===== src/hdl/spq_pkg.sv =====
package spq_pkg;

  // Number of cells in the chain
  localparam int DEPTH = 16;
  // Width of the fill count, able to hold DEPTH itself
  localparam int CNT_W = $clog2(DEPTH + 1);

  localparam int DATA_W = 32;
  localparam int PRIO_W = 32;
  localparam int COUNT_OUT_W = 5;

  // Command codes
  localparam logic CMD_ENQ = 1'b0;
  localparam logic CMD_DEQ = 1'b1;

  // Result status codes
  typedef enum logic [1:0] {
    ST_OK    = 2'd0,
    ST_FULL  = 2'd1,
    ST_EMPTY = 2'd2
  } status_t;

  // One queue entry
  typedef struct packed {
    logic signed [DATA_W-1:0] data;
    logic signed [PRIO_W-1:0] prio;
  } entry_t;

  // Operation broadcast to every cell in a cycle
  typedef struct packed {
    logic   enq;
    logic   deq;
    entry_t ent;
  } cell_op_t;

endpackage


===== src/hdl/spq_cell.sv =====
module spq_cell (
  input  logic              clk,
  input  logic              rst,
  input  spq_pkg::cell_op_t op,
  input  logic              left_valid,
  input  logic              left_disp,
  input  spq_pkg::entry_t   left_entry,
  input  logic              right_valid,
  input  spq_pkg::entry_t   right_entry,
  output logic              valid,
  output logic              disp,
  output spq_pkg::entry_t   entry
);
  import spq_pkg::*;

  // New entry sorts strictly ahead of this one: this entry moves one slot back
  assign disp = valid && op.enq && (op.ent.prio < entry.prio);

  // Occupancy flag
  always_ff @(posedge clk) begin
    if (rst) begin
      valid <= 1'b0;
    end else if (op.deq) begin
      valid <= right_valid;
    end else if (op.enq && !valid && left_valid) begin
      valid <= 1'b1;
    end
  end

  // Entry payload: take the neighbor's entry on a shift, or the new one
  always_ff @(posedge clk) begin
    if (op.deq) begin
      entry <= right_entry;
    end else if (op.enq && (disp || (!valid && left_valid))) begin
      entry <= left_disp ? left_entry : op.ent;
    end
  end

endmodule


===== src/hdl/sorted_priority_queue.sv =====
// Sorted priority queue of DEPTH entries (data word and signed priority),
// served in ascending priority number, first in first out among equal
// priorities. Each command (start high while busy is low) is handled by a
// chain of DEPTH cells that compare against the new entry in parallel
// and shift by one slot, so a command is taken every cycle and busy
// never rises. The result appears on data_out, status and
// entry_count in the cycle after the command, for exactly one cycle, marked
// by done; it must be captured then, since the receiver cannot hold it off.
// Enqueue on a full queue drops the entry with status full; dequeue on an
// empty queue returns zero with status empty. No clearing pass after reset.
module sorted_priority_queue (
  input  logic        clk,
  input  logic        rst,
  input  logic        start,
  output logic        busy,
  input  logic        command,
  input  logic signed [spq_pkg::DATA_W-1:0] data_in,
  input  logic signed [spq_pkg::PRIO_W-1:0] priority_in,
  output logic        done,
  output logic signed [spq_pkg::DATA_W-1:0] data_out,
  output logic [1:0]  status,
  output logic [spq_pkg::COUNT_OUT_W-1:0] entry_count
);
  import spq_pkg::*;

  logic             accept;
  logic             full;
  logic             empty;
  cell_op_t         op;
  logic [CNT_W-1:0] count;
  logic [CNT_W-1:0] count_next;
  logic [DEPTH-1:0] vld;
  logic [DEPTH-1:0] dsp;
  entry_t           ent [DEPTH];

  // Commands never stall, so busy is tied low
  assign busy   = 1'b0;
  assign accept = start && !busy;
  assign full   = vld[DEPTH-1];
  assign empty  = !vld[0];

  // Broadcast operation, gated by full and empty
  assign op.enq = accept && (command == CMD_ENQ) && !full;
  assign op.deq = accept && (command == CMD_DEQ) && !empty;
  assign op.ent = '{data: data_in, prio: priority_in};

  // Cell chain
  for (genvar i = 0; i < DEPTH; i++) begin : g_cell
    logic   lv;
    logic   ld;
    entry_t le;
    logic   rv;
    entry_t re;

    if (i == 0) begin : g_head
      assign lv = 1'b1;
      assign ld = 1'b0;
      assign le = '0;
    end else begin : g_mid
      assign lv = vld[i-1];
      assign ld = dsp[i-1];
      assign le = ent[i-1];
    end

    if (i == DEPTH - 1) begin : g_tail
      assign rv = 1'b0;
      assign re = '0;
    end else begin : g_body
      assign rv = vld[i+1];
      assign re = ent[i+1];
    end

    spq_cell u_cell (
      .clk         (clk),
      .rst         (rst),
      .op          (op),
      .left_valid  (lv),
      .left_disp   (ld),
      .left_entry  (le),
      .right_valid (rv),
      .right_entry (re),
      .valid       (vld[i]),
      .disp        (dsp[i]),
      .entry       (ent[i])
    );
  end

  // Fill count
  always_comb begin
    count_next = count;
    if (op.enq) begin
      count_next = count + CNT_W'(1);
    end else if (op.deq) begin
      count_next = count - CNT_W'(1);
    end
  end

  always_ff @(posedge clk) begin
    if (rst) begin
      count <= '0;
    end else begin
      count <= count_next;
    end
  end

  // Result strobe
  always_ff @(posedge clk) begin
    if (rst) begin
      done <= 1'b0;
    end else begin
      done <= accept;
    end
  end

  // Result payload
  always_ff @(posedge clk) begin
    if (accept) begin
      data_out    <= op.deq ? ent[0].data : '0;
      entry_count <= COUNT_OUT_W'(count_next);
      if (command == CMD_ENQ) begin
        status <= full ? ST_FULL : ST_OK;
      end else begin
        status <= empty ? ST_EMPTY : ST_OK;
      end
    end
  end

  // Occupied cells form a contiguous run from the head
  a_vld_contig: assert property (@(posedge clk) disable iff (rst)
    ((vld + DEPTH'(1)) & vld) == '0)
    else $error("occupied cells not contiguous");

  // Fill count tracks the occupied cells
  a_count_match: assert property (@(posedge clk) disable iff (rst)
    $countones(vld) == int'(count))
    else $error("fill count disagrees with cells");

  // Every accepted command yields one result in the next cycle
  a_one_result: assert property (@(posedge clk) disable iff (rst)
    accept |=> done)
    else $error("missing result");

  // Empty status leaves the queue empty
  a_empty_zero: assert property (@(posedge clk) disable iff (rst)
    (done && (status == ST_EMPTY)) |-> (entry_count == '0 && data_out == '0))
    else $error("empty result with entries or data");

endmodule

===== config.mk =====
export PLATFORM = sky130hd
export DESIGN_NAME = sorted_priority_queue
export DESIGN_NICKNAME = d
export VERILOG_FILES = /design/src/hdl/spq_pkg.sv /design/src/hdl/spq_cell.sv /design/src/hdl/sorted_priority_queue.sv
export SDC_FILE = /design/constraint.sdc
export NUM_CORES = 2
export LEC_CHECK = 0
export BUFFER_PORTS_ARGS = -buffer_cell sky130_fd_sc_hd__buf_4
export CAP_MARGIN = 20
export CORE_UTILIZATION = 55
export CTS_BUF_LIST = sky130_fd_sc_hd__clkbuf_4 sky130_fd_sc_hd__clkbuf_8
export DETAILED_ROUTE_END_ITERATION = 7
export GPL_TIMING_DRIVEN = 0
export PLACE_DENSITY_LB_ADDON = 0.2
export SYNTH_ARGS = -nofsm -noshare
export SYNTH_HDL_FRONTEND = slang
export SYNTH_SLANG_ARGS = --single-unit

===== constraint.sdc =====
create_clock -name clk -period 9 [get_ports clk]
set_clock_uncertainty 0.05 [all_clocks]
set_input_delay 0 -clock clk [delete_from_list [all_inputs] [get_ports clk]]
set_output_delay 0 -clock clk [all_outputs]
set_load 0.01 [all_outputs]

[Yosys cells after proc, flatten, opt, wreduce, memory -nomap -nowiden]
Index checks and enable logic that the tools add are counted.
Cells by class
  $add $sub $neg: 2
  reduce and logical (&&, ||, !) cells: 161
  $lt $le $gt $ge: 16
  bitwise operators: 1
  multiplexer cells: 80
Operators by type and width (number)
  $mux W64: 45
  $lt A32 B32 Y1: 16
  $logic_and A1 B1 Y1: 98
  $reduce_bool A2 Y1: 30
  $mux W1: 31
  $logic_not A1 Y1: 16
  $logic_or A1 B1 Y1: 16
  $mux W5: 2
  $add A5 B1 Y5 const B: 1
  $sub A5 B1 Y5 const B: 1
  $mux W2: 2
  $reduce_or A2 Y1: 1
  $not A1 Y1: 1
Word-level totals
  bits in registers: 1085
  word-level logic and storage cells: 313
  input port bits: 68

[Longest topological paths before layout]
  depth after elaboration: 9
  depth in mapped cells: 12
  mapped depth without buffers: 10

[Hierarchy]
Synthesis repeated with hierarchy kept, for this count alone.
Second synthesis, totals
  cell total of the unflattened synthesis: 6502
  area total of the unflattened synthesis: 66717.7 um^2
Modules (own cells, without submodules)
  spq_cell (g_cell[0].u_cell ...): times used 12, cells each 398, area an instance 4056.4 um^2
  spq_cell (g_cell[6].u_cell ...): times used 4, cells each 400, area an instance 4051.4 um^2
  sorted_priority_queue: times used 1, cells each 126, area an instance 1835.5 um^2

[Worst setup path after synthesis]
No wires, ideal clock.
  path type: register to register
  start: register g_cell[15].u_cell.valid
  end: register g_cell[3].u_cell.entry[0] (netlist bit) (enable)
  path buffers: 0
  required time: 8.244 ns
  setup time: 0.706 ns
  data arrival time: 7.949 ns
  stages on the path, launching flop included: 4
  period minus slack after synthesis: 8.705 ns
  setup slack: 0.295 ns
  path through: dfxtp_1 -> nor2_1 -> nand2_1 -> o311ai_0
Between the ends
  word-level cells in the longest chain between the ends: 7
RTL lines
  start: declaration: line spq_cell.sv:10  | output logic valid,
  start signal: assignment: line spq_cell.sv:24  | valid <= right_valid;
  $logic_not A1 Y1 (*): line sorted_priority_queue.sv:43  | assign op.enq = accept && (command == CMD_ENQ) && !full;
  $logic_and A1 B1 Y1 (*): line sorted_priority_queue.sv:43
  $logic_and A1 B1 Y1 (2 in series): line spq_cell.sv:17  | assign disp = valid && op.enq && (op.ent.prio < entry.prio);
  $logic_or A1 B1 Y1: line spq_cell.sv:34  | end else if (op.enq && (disp || (!valid && left_valid))) begin
  $logic_and A1 B1 Y1 (*): line spq_cell.sv:34
  $reduce_bool A2 Y1 (no source line) (*)
  end signal: assignment: line spq_cell.sv:33  | entry <= right_entry;
  end signal: assignment: line spq_cell.sv:35  | entry <= left_disp ? left_entry : op.ent;
  end: declaration: line spq_cell.sv:12  | output spq_pkg::entry_t entry
Mark *: on every way between the ends. The rest lies on a longest branch, timed or not.
A chain may end at the register's enable or synchronous reset.

[Worst setup path in the final report]
  start: register g_cell[3].u_cell.entry[26] (netlist bit)
  end: register g_cell[3].u_cell.entry[7] (netlist bit) (enable)
Between the ends
  word-level cells in the longest chain between the ends: 5
RTL lines (line)
  $lt A32 B32 Y1: spq_cell.sv:17
  $logic_and A1 B1 Y1: spq_cell.sv:17
  $logic_or A1 B1 Y1: spq_cell.sv:34
  $logic_and A1 B1 Y1: spq_cell.sv:34
  $reduce_bool A2 Y1 (no source line)
No other way between the ends.

==> results_dict.tcl <==
set metrics [dict create \
    status "complete, but fails checks" \
    violations "DRC" \
    multiInputGateArea_um2 27100 \
    synthArstFlopShare_pct 0 \
    die-area_um2 115000 \
    synthTopCellsByCount "edfxtp_1, nand2_1, nor2_1, inv_1, ha_1" \
    cts_tree "done" \
    hold_violations 0 \
    yosys_register_bits 1085 \
    cts_sinks 1085 \
    r2r_start "g_cell[3].u_cell.entry[26]" \
    power_density_nw_per_um2 176 \
    wl_mm 260 \
    dp_hpwl_mm 187 \
    ys.flop_type "edfxtp_1" \
    die_w_um 338 \
    holdPathStages 4 \
    root_buffer "clkbuf_8" \
    synth.distinct_cells 73 \
    coreArea_um2 112000 \
    ys_warn_count 0 \
    period_share_pct 67.1 \
    vias_per_cell 6.96 \
    num_rows 123 \
    grtUsageTotal_pct 44.3 \
    antenna_found_initial 12 \
    drtIter0Drc 9127 \
    fillers 9188 \
    ys_top_cells_by_area "edfxtp_1, ha_1, a221o_1" \
    cts_setup_buffers 0 \
    rsz0062_at_grt "false" \
    drc 4 \
    grt_pass1_wl_mm 366 \
    synthCells 5833 \
    initial_utilization_pct 55.4 \
    avgSynthCellArea_um2 10.7 \
    yosysTopAreaCell "edfxtp_1" \
    min_period_ns 6.04 \
    regArea_um2 31700 \
    grt_pass1_vias 52600 \
    synth_nets 6368 \
    insertion_delay_ns 0.94 \
    path_clk_slew_ns 0.06 \
    leakagePower_uw 0.0289 \
    area_growth_pct 14.0 \
    drv_cap 0 \
    die_h_um 338 \
    crit_type "reg -> reg" \
    hold_end "g_cell[0].u_cell.entry[41]" \
    cp-start-kind "register" \
    tns_ns 0 \
    synth-seq-area-share_pct 50.9 \
    vdd_drop_max_v 0.000138 \
    fmax_mhz 165 \
    grt_max_degree 45 \
    post_drt_wl_per_cell_um 32.8 \
    vias 55200 \
    reg2reg_to "g_cell[3].u_cell.entry[7]" \
    cts-htree-levels 4 \
    worst_pin_slew_ns 1.34 \
    worstSetupEndpointType "register" \
    maxSlewViolCount 0 \
    relSlewSlack_pct 9.86 \
    drive_above_1_share_pct 9.45 \
    synth_top_cell_area_share_pct 48.2 \
    firstDrtPassIters 8 \
    worstPathArrival_ns 6.67 \
    synthesis.area_um2 62300 \
    reg2reg_depth 14 \
    clock_path_buffers 3 \
    final_util_pct 63.2 \
    io_buffers 88 \
    r2r_slack_ns 2.96 \
    antenna_left 0 \
    hp-start "data_in[9]" \
    grt_overflow 0 \
    worst-path-max-fanout 10 \
    p_total_uw 12500 \
    ios 109 \
    numCtsBuffers 188 \
    place_congestion 1.02 \
    yosysMostFrequentCell "edfxtp_1" \
    min_path_type "in -> reg" \
    nets 6795 \
    synth-edff-count 999 \
    setup_viol 0 \
    critical_path_required_ns 9.63 \
]
[critical path, cell delays in order (launching register included)]
cell	delay [ns]
edfxtp_1	0.32
inv_1	0.11
ha_1	0.30
nand2_1	0.07
o21ai_0	0.63
o2111ai_1	0.36
a211oi_1	0.49
nor3_1	0.26
a41oi_2	0.92
buf_2	0.63
clkbuf_1	0.60
o311ai_2	0.30
buf_4	0.29
buf_4	0.21
buf_4	0.21
[state kept, by name (all words and copies together), names as in the netlist]
signal and count:
status 2, g_cell.u_cell.valid 16, g_cell.u_cell.entry 1024, count 5, done 1, entry_count 5
data_out 32
[per-layer routing]
metal	vias to the layer above	share of wire [%]	track usage, %
met1	26600	36	57.2
met3	978	16	17.4
met2	4707	41	63.0
li1	22900	-	-
met5	-	0.13	0.542
met4	12	7.0	25.7
[kinds of logic after synthesis]
| logic type | after synthesis | share of synthesized area [%] |
|---|---|---|
| other | 1 | 0.00602 |
| muxes | 243 | 3.91 |
| DFF | 1085 | 50.9 |
| adders and majority gates | 467 | 9.39 |
| buffers and inverters | 916 | 5.81 |
| AOI/OAI and AO/OA | 1713 | 20.2 |
| xor gates and xnor gates | 5 | 0.0704 |
| and+or+nand+nor | 1403 | 9.70 |
[cell usage in the layout (no fill, tap or decap), types with 105 or more instances in the layout]
cell type  count
a21o_1       233
a21oi_1      278
a221o_1      275
a22o_1       191
buf_4        105
clkbuf_1     319
clkbuf_8     209
edfxtp_1     999
ha_1         467
inv_1        485
mux2i_1      243
nand2_1      554
nor2_1       503
o21ai_0      294
o221ai_1     191
[stage by stage]
| step | setup WS, ns | cells | area [um2] | hold slack [ns] |
|---|---|---|---|---|
| finish | 2.96 | 7922 | 71000 | 0.0384 |
| global route | 3.13 | 7917 | 71000 | 0.0591 |
| CTS | 3.32 | 7905 | 70800 | 0.00840 |
| detailed placement | 3.31 | 7490 | 66300 | 0.182 |
| global placement | -8.67 | 7421 | 64800 | 0.180 |
| floorplan | 0.295 | 5833 | 62300 | 0.0216 |
[timing repair]
action,CTS,global route
endpoints found under the setup margin,0,0
gates resized for setup,0,0
hold buffers,70,0
hold endpoints to repair,677,0
[cell type report]
cell class              instances  share of cell area (%)
flip-flops and latches       1085                    44.7
multi-input cells            3832                    38.1
clock buffers                 297                    4.98
repair buffers                237                    3.95
well taps                    1500                    2.64
inverters                     485                    2.56
plain buffers                 431                    2.54
clock inverters                48                   0.490
diodes                          7                  0.0247
[how the worst max path moves through the flow]
stage,from,endpoint,slack [ns]
5_1_grt,g_cell[14].u_cell.entry[9],g_cell[14].u_cell.entry[56],3.13
3_3_place_gp,start,g_cell[3].u_cell.entry[4],-8.67
4_1_cts,g_cell[3].u_cell.entry[31],g_cell[3].u_cell.entry[6],3.32
3_5_place_dp,g_cell[3].u_cell.entry[31],g_cell[3].u_cell.entry[4],3.31
6_report,g_cell[3].u_cell.entry[26],g_cell[3].u_cell.entry[7],2.96
2_1_floorplan,g_cell[15].u_cell.valid,g_cell[3].u_cell.entry[0],0.29
[power breakdown]
part           leakage, uW  switching (uW)  internal [uW]
combinational       0.0169            1080            596
clock              0.00207            2280           2560
sequential         0.00986             143           5810
total               0.0289            3510           8970
(Power assumes the default switching activity.)
